### config.mk
export PLATFORM = sky130hd
export DESIGN_NAME = mmss_clock_with_digit_entry_scan
export DESIGN_NICKNAME = d
export VERILOG_FILES = /design/src/sv/mmss_pkg.sv /design/src/sv/mmss_time_core.sv /design/src/sv/mmss_clock_with_digit_entry_scan.sv
export SDC_FILE = /design/constraint.sdc
export NUM_CORES = 1
export LEC_CHECK = 0
export BUFFER_PORTS_ARGS = -buffer_cell sky130_fd_sc_hd__buf_4
export CAP_MARGIN = 20
export CORE_MARGIN = 1
export CORE_UTILIZATION = 60
export CTS_BUF_LIST = sky130_fd_sc_hd__clkbuf_4
export CTS_CLUSTER_SIZE = 12
export DETAILED_ROUTE_END_ITERATION = 7
export GPL_ROUTABILITY_DRIVEN = 0
export PLACE_DENSITY_LB_ADDON = 0.12
export SLEW_MARGIN = 0
export SYNTH_ARGS = -nofsm -noshare
export SYNTH_HDL_FRONTEND = slang
export SYNTH_SLANG_ARGS = --single-unit
### constraint.sdc
create_clock -name clk -period 9 [get_ports clk]
set_clock_uncertainty 0.15 [all_clocks]
set_input_delay 0.9 -clock clk [delete_from_list [all_inputs] [get_ports clk]]
set_output_delay 0.9 -clock clk [all_outputs]
set_load 0.03 [all_outputs]
### src/sv/mmss_pkg.sv
// Shared types, codes and lookup functions for the MM:SS clock block.
`timescale 1ns / 1ps

package mmss_pkg;

    // Item kinds
    localparam logic KIND_TICK = 1'b0;
    localparam logic KIND_KEY  = 1'b1;

    // Special keys
    localparam logic [3:0] KEY_LEAVE_SET = 4'd14;
    localparam logic [3:0] KEY_ENTER_SET = 4'd15;

    // Entry positions, tens of minutes first
    localparam logic [1:0] POS_SEC_UNITS = 2'd0;
    localparam logic [1:0] POS_SEC_TENS  = 2'd1;
    localparam logic [1:0] POS_MIN_UNITS = 2'd2;
    localparam logic [1:0] POS_MIN_TENS  = 2'd3;

    // Digit limits
    localparam logic [3:0] TENS_LIMIT  = 4'd6;
    localparam logic [3:0] UNITS_LIMIT = 4'd10;

    // Drive defaults and config reset
    localparam logic [3:0]  DIGIT_OFF = 4'hf;
    localparam logic [7:0]  SEG_OFF   = 8'hff;
    localparam logic [1:0]  DOT_DIGIT = 2'd2;
    localparam logic [15:0] TPS_RESET = 16'd500;

    typedef struct packed {
        logic       kind;
        logic [3:0] key_code;
    } in_word_t;

    typedef struct packed {
        logic [3:0] digit_select;
        logic [7:0] segment_pattern;
        logic [3:0] sec_units;
        logic [2:0] sec_tens;
        logic [3:0] min_units;
        logic [2:0] min_tens;
        logic       setting_mode;
    } out_word_t;

    typedef struct packed {
        logic [2:0] min_tens;
        logic [3:0] min_units;
        logic [2:0] sec_tens;
        logic [3:0] sec_units;
    } time_digits_t;

    typedef struct packed {
        logic       take;
        logic       kind;
        logic [3:0] key_code;
    } item_ctl_t;

    // Active-low hex font, dot in bit 7 off
    function automatic logic [7:0] seg_font(input logic [3:0] value);
        logic [7:0] pat;
        begin
            case (value)
                4'h0:    pat = 8'hc0;
                4'h1:    pat = 8'hf9;
                4'h2:    pat = 8'ha4;
                4'h3:    pat = 8'hb0;
                4'h4:    pat = 8'h99;
                4'h5:    pat = 8'h92;
                4'h6:    pat = 8'h82;
                4'h7:    pat = 8'hf8;
                4'h8:    pat = 8'h80;
                4'h9:    pat = 8'h90;
                4'ha:    pat = 8'h88;
                4'hb:    pat = 8'h83;
                4'hc:    pat = 8'hc6;
                4'hd:    pat = 8'ha1;
                4'he:    pat = 8'h86;
                default: pat = 8'h8e;
            endcase
            return pat;
        end
    endfunction

    // Active-low one-cold digit enable
    function automatic logic [3:0] digit_enable(input logic [1:0] idx);
        logic [3:0] sel;
        begin
            case (idx)
                2'd0:    sel = 4'he;
                2'd1:    sel = 4'hd;
                2'd2:    sel = 4'hb;
                default: sel = 4'h7;
            endcase
            return sel;
        end
    endfunction

endpackage

### src/sv/mmss_time_core.sv
// Time keeping: prescaler, cascaded BCD counter and key entry of the digits.
`timescale 1ns / 1ps

module mmss_time_core (
    input  logic                  clk,
    input  logic                  rst_n,
    input  mmss_pkg::item_ctl_t   ctl,
    input  logic [15:0]           ticks_per_second,
    output mmss_pkg::time_digits_t digits,
    output mmss_pkg::time_digits_t digits_next,
    output logic                  set_mode_next
);
    import mmss_pkg::*;

    time_digits_t digits_reg;
    logic [15:0]  prescale_reg;
    logic         set_mode_reg;
    logic [1:0]   entry_pos_reg;

    time_digits_t d_next;
    logic [15:0]  prescale_next;
    logic         set_mode_next_w;
    logic [1:0]   entry_pos_next;
    logic [15:0]  prescale_inc;
    logic [3:0]   su_inc;
    logic [2:0]   st_inc;
    logic [3:0]   mu_inc;
    logic [2:0]   mt_inc;
    logic         key_taken;
    logic         mode_on;

    always_comb
    begin
        d_next          = digits_reg;
        prescale_next   = prescale_reg;
        set_mode_next_w = set_mode_reg;
        entry_pos_next  = entry_pos_reg;
        prescale_inc    = prescale_reg + 16'd1;
        su_inc          = digits_reg.sec_units + 4'd1;
        st_inc          = digits_reg.sec_tens + 3'd1;
        mu_inc          = digits_reg.min_units + 4'd1;
        mt_inc          = digits_reg.min_tens + 3'd1;
        key_taken       = 1'b0;
        mode_on         = set_mode_reg || (ctl.key_code == KEY_ENTER_SET);

        if (ctl.kind == KIND_TICK)
        begin
            if (!set_mode_reg)
            begin
                prescale_next = prescale_inc;
                if (prescale_inc == ticks_per_second)
                begin
                    prescale_next = '0;
                    // Cascade the carry through the four digits
                    d_next.sec_units = su_inc;
                    if (su_inc >= UNITS_LIMIT)
                    begin
                        d_next.sec_units = '0;
                        d_next.sec_tens  = st_inc;
                        if ({1'b0, st_inc} >= TENS_LIMIT)
                        begin
                            d_next.sec_tens  = '0;
                            d_next.min_units = mu_inc;
                            if (mu_inc >= UNITS_LIMIT)
                            begin
                                d_next.min_units = '0;
                                d_next.min_tens  = mt_inc;
                                if ({1'b0, mt_inc} >= TENS_LIMIT)
                                begin
                                    d_next.min_tens = '0;
                                end
                            end
                        end
                    end
                end
            end
        end
        else if (mode_on)
        begin
            set_mode_next_w = 1'b1;
            case (entry_pos_reg)
                POS_MIN_TENS:
                begin
                    if (ctl.key_code < TENS_LIMIT)
                    begin
                        d_next.min_tens = ctl.key_code[2:0];
                        entry_pos_next  = POS_MIN_UNITS;
                        key_taken       = 1'b1;
                    end
                end
                POS_MIN_UNITS:
                begin
                    if (ctl.key_code < UNITS_LIMIT)
                    begin
                        d_next.min_units = ctl.key_code;
                        entry_pos_next   = POS_SEC_TENS;
                        key_taken        = 1'b1;
                    end
                end
                POS_SEC_TENS:
                begin
                    if (ctl.key_code < TENS_LIMIT)
                    begin
                        d_next.sec_tens = ctl.key_code[2:0];
                        entry_pos_next  = POS_SEC_UNITS;
                        key_taken       = 1'b1;
                    end
                end
                default:
                begin
                    if (ctl.key_code < UNITS_LIMIT)
                    begin
                        d_next.sec_units = ctl.key_code;
                        entry_pos_next   = POS_MIN_TENS;
                        key_taken        = 1'b1;
                    end
                end
            endcase
            if (!key_taken && ctl.key_code == KEY_LEAVE_SET)
            begin
                set_mode_next_w = 1'b0;
                entry_pos_next  = POS_MIN_TENS;
            end
        end
    end

    always_ff @(posedge clk or negedge rst_n)
    begin
        if (!rst_n)
        begin
            digits_reg    <= '0;
            prescale_reg  <= '0;
            set_mode_reg  <= 1'b0;
            entry_pos_reg <= POS_MIN_TENS;
        end
        else if (ctl.take)
        begin
            digits_reg    <= d_next;
            prescale_reg  <= prescale_next;
            set_mode_reg  <= set_mode_next_w;
            entry_pos_reg <= entry_pos_next;
        end
    end

    assign digits        = digits_reg;
    assign digits_next   = d_next;
    assign set_mode_next = set_mode_next_w;

endmodule

### src/sv/mmss_clock_with_digit_entry_scan.sv
// Top level of the MM:SS clock with seven-segment scan and key entry.
`timescale 1ns / 1ps
// The result word is registered on the edge that accepts the input word.
// Throughput: one word per cycle; the output register frees as it is taken, so
// in_ready stays high while out_ready is high.
// Reset (rst_n, asynchronous, active low): time 00:00, prescaler 0, set mode off,
// entry at tens of minutes, scan pointer and limit 0, ticks_per_second 500.

module mmss_clock_with_digit_entry_scan (
    input  logic                clk,
    input  logic                rst_n,
    input  logic                in_valid,
    output logic                in_ready,
    input  mmss_pkg::in_word_t  in_data,
    output logic                out_valid,
    input  logic                out_ready,
    output mmss_pkg::out_word_t out_data,
    input  logic                cfg_we,
    input  logic [15:0]         cfg_wdata
);
    import mmss_pkg::*;

    logic [15:0]  tps_reg;
    logic [1:0]   scan_ptr_reg;
    logic [1:0]   scan_lim_reg;
    logic         out_valid_reg;
    out_word_t    out_reg;

    logic         take;
    item_ctl_t    ctl;
    time_digits_t digits;
    time_digits_t digits_next;
    logic         set_mode_next;

    logic [1:0]   scan_lim_next;
    logic [2:0]   scan_step;
    logic [1:0]   scan_ptr_next;
    logic [3:0]   shown_digit;
    logic [3:0]   sel_w;
    logic [7:0]   pat_w;
    out_word_t    out_next;

    // Accept whenever the output register is empty or being drained this cycle
    assign in_ready = !out_valid_reg || out_ready;
    assign take     = in_valid && in_ready;

    assign ctl.take     = take;
    assign ctl.kind     = in_data.kind;
    assign ctl.key_code = in_data.key_code;

    mmss_time_core u_time (
        .clk              (clk),
        .rst_n            (rst_n),
        .ctl              (ctl),
        .ticks_per_second (tps_reg),
        .digits           (digits),
        .digits_next      (digits_next),
        .set_mode_next    (set_mode_next)
    );

    // Pick the digit under the scan pointer, using the time before this tick
    always_comb
    begin
        case (scan_ptr_reg)
            2'd0:    shown_digit = digits.sec_units;
            2'd1:    shown_digit = {1'b0, digits.sec_tens};
            2'd2:    shown_digit = digits.min_units;
            default: shown_digit = {1'b0, digits.min_tens};
        endcase
    end

    // Scan advance with leading-digit blanking; the limit holds between ticks
    always_comb
    begin
        scan_lim_next = scan_lim_reg;
        if (digits.sec_tens != '0)
        begin
            scan_lim_next = 2'd1;
        end
        if (digits.min_units != '0)
        begin
            scan_lim_next = 2'd2;
        end
        if (digits.min_tens != '0)
        begin
            scan_lim_next = 2'd3;
        end
        scan_step = {1'b0, scan_ptr_reg};
        // Minutes units alone lit among the upper digits: skip tens of seconds
        if (digits.min_tens == '0 && digits.min_units != '0 && digits.sec_tens == '0)
        begin
            scan_lim_next = 2'd2;
            scan_step     = scan_step + 3'd1;
        end
        scan_step = scan_step + 3'd1;
        if (scan_step > {1'b0, scan_lim_next})
        begin
            scan_step = '0;
        end
        scan_ptr_next = scan_step[1:0];
    end

    // Drive values: blank on key words, dot on the minutes units digit
    always_comb
    begin
        sel_w = DIGIT_OFF;
        pat_w = SEG_OFF;
        if (in_data.kind == KIND_TICK)
        begin
            sel_w = digit_enable(scan_ptr_reg);
            pat_w = seg_font(shown_digit);
            if (scan_ptr_reg == DOT_DIGIT)
            begin
                pat_w[7] = 1'b0;
            end
        end
    end

    always_comb
    begin
        out_next.digit_select    = sel_w;
        out_next.segment_pattern = pat_w;
        out_next.sec_units       = digits_next.sec_units;
        out_next.sec_tens        = digits_next.sec_tens;
        out_next.min_units       = digits_next.min_units;
        out_next.min_tens        = digits_next.min_tens;
        out_next.setting_mode    = set_mode_next;
    end

    // Config register and scan state
    always_ff @(posedge clk or negedge rst_n)
    begin
        if (!rst_n)
        begin
            tps_reg      <= TPS_RESET;
            scan_ptr_reg <= '0;
            scan_lim_reg <= '0;
        end
        else
        begin
            if (cfg_we)
            begin
                tps_reg <= cfg_wdata;
            end
            if (take && in_data.kind == KIND_TICK)
            begin
                scan_ptr_reg <= scan_ptr_next;
                scan_lim_reg <= scan_lim_next;
            end
        end
    end

    // Output register: load on accept, drop valid when taken
    always_ff @(posedge clk or negedge rst_n)
    begin
        if (!rst_n)
        begin
            out_valid_reg <= 1'b0;
        end
        else if (take)
        begin
            out_valid_reg <= 1'b1;
        end
        else if (out_ready)
        begin
            out_valid_reg <= 1'b0;
        end
    end

    always_ff @(posedge clk)
    begin
        if (take)
        begin
            out_reg <= out_next;
        end
    end

    assign out_valid = out_valid_reg;
    assign out_data  = out_reg;

endmodule

# Yosys cells after proc, flatten, opt, wreduce, memory -nomap -nowiden
# Memory sizes are Yosys's and may differ from the RTL's. A register that Yosys moved wholly into a read port is not among the register bits.
# Index checks and enable logic that the tools add are counted.
[totals] regBits=81 romBits=112 inputBits=26 memories=1
[classes] addsub=7 order_cmp=7 eq_ne=11 mux=42 bitwise_logic=2 reduce_logical=21
[memory_table] name="(no name shown)" words=16 width=7 rd=1 rd_ports_with_merged_regs=1 wr=0 line_no="mmss_pkg.sv:62" source="case (value)"
[op_table] cell="14-bit 2-to-1 mux" n=5
[op_table] cell="4-bit one-hot mux with 3 select lines" n=2
[op_table] cell="2-bit 2-to-1 mux" n=10
[op_table] cell="3-bit 2-to-1 mux" n=6
[op_table] cell="16-bit by 1-bit adder with 16-bit output (second input constant)" n=1
[op_table] cell="16-bit == test" n=1
[op_table] cell="16-bit 2-to-1 mux" n=1
[op_table] cell="4-bit 2-to-1 mux" n=4
[op_table] cell="1-bit 2-to-1 mux" n=11
[op_table] cell="10-bit 2-to-1 mux" n=1
[op_table] cell="3-bit by 1-bit adder with 3-bit output (second input constant)" n=3
[op_table] cell="3-bit by 1-bit != test with 1-bit output (second input constant)" n=3
[op_table] cell="4-bit by 1-bit adder with 4-bit output (second input constant)" n=2
[op_table] cell="4-bit == test (second input constant)" n=2
[op_table] cell="4-bit >= comparator (second input constant)" n=2
[op_table] cell="4-bit nonzero test" n=2
[op_table] cell="7-bit 2-to-1 mux" n=1
[op_table] cell="7-bit AND reduction" n=1
[op_table] cell="2-bit == test (second input constant)" n=3
[op_table] cell="3-bit >= comparator (second input constant)" n=2
[op_table] cell="3-bit logical NOT" n=2
[op_table] cell="2-bit one-hot mux with 3 select lines" n=1
[op_table] cell="3-bit nonzero test" n=2
[op_table] cell="1-bit logical AND" n=5
[op_table] cell="13 further kinds" n=17

# Logic depth before layout (Yosys ltp)
[logic_depth] word_depth=10 depth_mapped=14

# Cells and area by module
# Synthesis repeated with hierarchy kept, for this count alone.
[unflattened] cells_unflattened=577 area_unflattened_um2=5469.0
[by_module_without_submodules] mod="mmss_time_core" instances=1 cells_each=416 area_per_inst_um2=3234.4 seq_area_each_um2=828.3
[by_module_without_submodules] mod="mmss_clock_with_digit_entry_scan" instances=1 cells_each=161 area_per_inst_um2=2234.6 seq_area_each_um2=1313.8

# Least setup slack after synthesis
# Ideal clock, no wire load.
[synth_path] path_kind="register to register" from="register u_time.prescale_reg[0]" to="register out_reg (netlist bit out_data[11]), data pin" setup_ps=261 arrival_ps=2815 setup_slack_ps=5774 stages_incl_launch_ff=11 path_buffers=2 period_less_slack_ps=3226 path_cell_list="dfrtp_1 > ha_1 > buf_2 > and2_1 > and3_1 > or3_1 > a211o_1 > nor4_4 > buf_4 > a31oi_1 > a221o_1"
[synth_lines] element="from (decl)" line_no="mmss_time_core.sv:16" source="logic [15:0] prescale_reg;"
[synth_lines] element="from (signal assigned)" line_no="mmss_time_core.sv:139" source="prescale_reg <= prescale_next;"
[synth_lines] element="to (signal assigned)" line_no="mmss_clock_with_digit_entry_scan.sv:174" source="out_reg <= out_next;"
[synth_lines] element="to (decl)" line_no="mmss_clock_with_digit_entry_scan.sv:27" source="out_word_t out_reg;"

==> impl_summary.md <==
Yosys
The synthesis warning total is 0. The dominant combinational cell family by area after synthesis is compound AO/OA/AOI/OAI gates. The cell area after technology mapping is 5600 um2. Of the total synthesized cell area, the portion taken by AND, OR, NAND and NOR gates is 0.195. Counting every instance in the synthesized netlist gives 600. The post-synthesis compound-gate area fraction is 0.205. Each instance of the synthesized netlist takes up on average 9.33 um2. The xor/xnor share of the synthesized area is 0.0422. For this run, the leading register cell type out of synthesis is dfrtp_1. After synthesis the netlist holds a flip-flop and latch count of 80. In this run, distinct cell masters in the synthesized netlist total 76.

When the netlist entered floorplanning its net count stood at 657. Of the post-synthesis cell area, the part taken by muxes is 0.0583. The number of enable-type register cells in the synthesized netlist is 26. The sequential share of the synthesized area is 0.383.

In the synthesized netlist the async set-or-reset flop fraction comes to 0.675. Of the total synthesized cell area, the portion taken by full adders, half adders and majority gates is 0.0693.

Run
Max-cap violations in this run came to 0.

Clocking
The clock root buffer is clkbuf_4. Clock-pin slew was measured on the worst setup and hold paths at approximately 0.13 ns. Counting along the longest clock path gives a buffer depth of 2. In this run the post-CTS setup repair buffer count came out at 0. The count of hold-fix buffers inserted at cts is 0. The TritonCTS clock tree is yes. In this run, post-CTS repair resized a total of 0 instances. The H-tree generated during clock tree synthesis spans 3 levels.

The total number of clock tree sinks is 80. The later pin in the worst-skew pair is clocked with a latency of 0.44 ns. Buffers inserted during clock tree synthesis total 9.

Finish
For this run, the share of the core covered by cells in the final layout is 0.690. Relative to the synthesized area, the layout overhead comes to 9.52%. The number of standard cells in the final layout excluding fillers is 744.

In the layout the commonest cells are nand2_1 (61), buf_4 (56), dfrtp_1 (46). The number of filler cells placed in the layout is 700. The fraction of layout instances using a drive strength above 1 is 0.189. The number of diodes added for antenna fixing is 0. The flip-flop count of the largest register, all copies and words added is 26. The number of nets in the layout is 688. Leaving out fill and tap cells, the most frequent cell in the layout is nand2_1.

Die
From bottom edge to top edge, the die measures approximately 100 um. The top-level port count is 55. The effective utilization at floorplan is 0.630. The floorplan step defined a core boundary enclosing 8890 um2. The floorplan step set the die width to between 90 and 100 um. The area of the die is 9720 um2.

Row generation in the floorplan step produced 34 rows.

Placed design
The worst-case setup slack after placement is about 5 ns. In this run, placement finished with an instance count of between 700 and 800. The count of buffers inserted at the top-level ports is 54. The HPWL after detailed placement is 9.52 mm.

STA
The number of endpoints with negative hold slack in the final report was 0. The count of final setup violators is 0. The number of pins with negative max-slew slack in the final report is 0. For this run, the top clock speed supported by timing is 0.256 GHz.

At the pin with the least slew margin, the transition time is ~0.8 ns. The clock period minus final worst setup slack is 3.90 ns. The final period utilization is 0.434. Headroom to the max-slew limit came out at 0.449. Setup repair after global routing left no endpoint under its margin. The setup total negative slack is 0 ns. The least setup slack across all paths after layout is 5.10 ns.

GRT
The first global-routing pass estimated 22.2 mm of wire. The number of antenna violations at the first check in global routing came to 0. The aggregate global routing overflow is 0.

The maximum number of pins on one net before global-route repair is 55. The total routing usage reported by global routing is 0.289. The via count of the first global-routing pass is 4,627.

Detailed routing
Before antenna repair, the detailed router went through 6 iterations. Summed over all layers, the routed wires come to 13.3 mm. After detailed routing, the average wire length per cell comes to 17.9 um. The starting DRC count in detailed routing is approximately 350. For this block, the via count after detailed routing is 4,823. The final antenna-violating net count is 0.

The via-per-instance ratio is 6.48. For this run, design rule violations remaining after detail routing come to 0.

Critical path
The path depth of the worst reg2reg path is 9. The worst setup path is launched from a flop. The delay of the slowest cell on the worst path is 0.57 ns. The worst setup path is of the reg2reg kind. The data required time of the worst path is 9.05 ns. The startpoint identified for the worst register-to-register timing path is u_time.prescale_reg[0]. Along the worst path, the maximum fanout reaches 14.

The worst setup path is captured at a flop. The cell with the largest stage delay on the worst path is nor4_4. Traced cell by cell, the critical path runs through ha_1 -> and2_1 -> and3_1 -> or3_1 -> a211o_1 -> nor4_4 -> buf_4 -> a31oi_1 -> a221o_1. For the worst setup path, the data arrival time is 3.95 ns. The capture point of the worst reg-to-reg path is out_data[11].

In this run the register-to-register setup slack is 5.10 ns.

Pwr
The analysis attributes to cell leakage a power of 2.45 nW. Power spread over the standard cell area amounts to 242 nW/um2. The maximum resistive drop on vdd is 0.000189 V.

Worst hold path
The kind of path behind the tightest hold check is in2async.

Status
The flow ran to the end, and the final reports show no timing, DRC or antenna violations.
[area by class of cell]
class,instances,area [um2],share of cell area
Clock buffer,11,82.6,0.0135
Clock inverter,5,50.0,0.00816
Inverter,30,113,0.0184
Multi-Input combinational cell,454,3190,0.520
Sequential cell,80,2140,0.349
Tap cell,108,135,0.0220
Timing Repair Buffer,56,420,0.0686
[report_power, final]
part	switching (mW)	internal [mW]
Sequential	0.0948	0.468
Clock	0.126	0.0889
Combinational	0.423	0.283
Total	0.643	0.840
[synth_stat cells, types with 6 or more instances]
cell | n | area [um2]
nand2_1 | 61 | 229
dfrtp_1 | 46 | 1150
o21ai_0 | 41 | 205
nor2_1 | 40 | 150
ha_1 | 31 | 388
inv_1 | 29 | 109
a21oi_1 | 27 | 135
edfxtp_1 | 26 | 781
clkbuf_1 | 22 | 82.6
nand3_1 | 20 | 100
mux2_2 | 19 | 214
xnor2_1 | 17 | 149
nand2b_1 | 12 | 75.1
buf_2 | 10 | 50.1
nor3_1 | 10 | 50.1
o211ai_1 | 10 | 75.1
o22ai_1 | 10 | 62.6
xor2_1 | 10 | 87.6
and3_1 | 9 | 56.3
mux2i_1 | 9 | 90.1
nand4_1 | 9 | 56.3
o31ai_1 | 9 | 67.6
dfstp_2 | 8 | 210
a31oi_1 | 7 | 43.8
and2_1 | 6 | 37.5
nor2b_1 | 6 | 37.5
[layer usage]
metal  vias up  global-route usage  share of wire
met2       246               0.495           0.50
met4         0               0.122          0.020
met1      2272               0.366           0.41
li1       2276                   -              -
met5         -                   0              0
met3        29              0.0440          0.069
[logic make-up after synthesis]
| group | Yosys count |
|---|---|
| buf+inv | 66 |
| fa+ha+maj | 31 |
| mux | 29 |
| flops | 80 |
| xor+xnor | 27 |
| compound gates | 164 |
| simple gates | 203 |
[stage by stage]
step / hold slack [ns] / area, um2 / total power [mW]
global placement: 0.308 / 6000 / 1.24
detailed placement: 0.328 / 6000 / 1.26
global route: 0.385 / 6130 / 1.59
floorplan: 0.296 / 5600 / 1.09
finish: 0.348 / 6130 / 1.48
CTS: 0.357 / 6130 / 1.48
[critical path, delay by kind of cell, from the launching register on]
family / cells / cell delay, ns
buffers and inverters: 1 / 0.31
AO/OA/AOI/OAI: 3 / 0.96
AND/OR/NAND/NOR: 4 / 1.42
flip-flops: 1 / 0.47
adder cells (fa/ha/maj): 1 / 0.36
[how the worst max path moves through the flow]
stage,start,end,slack [ns],cells after the start
final,u_time.prescale_reg[0],out_data[11],5.10,9
after global routing,u_time.prescale_reg[0],out_data[11],4.91,9
after CTS,u_time.prescale_reg[0],out_data[11],5.18,9
after detailed placement,in_data[4],u_time.prescale_reg[15],5.05,6
after global placement,in_data[4],u_time.prescale_reg[6],5.25,6
after floorplan,u_time.prescale_reg[0],out_data[11],5.77,10
Note: power is estimated with default switching activity, not from simulation.
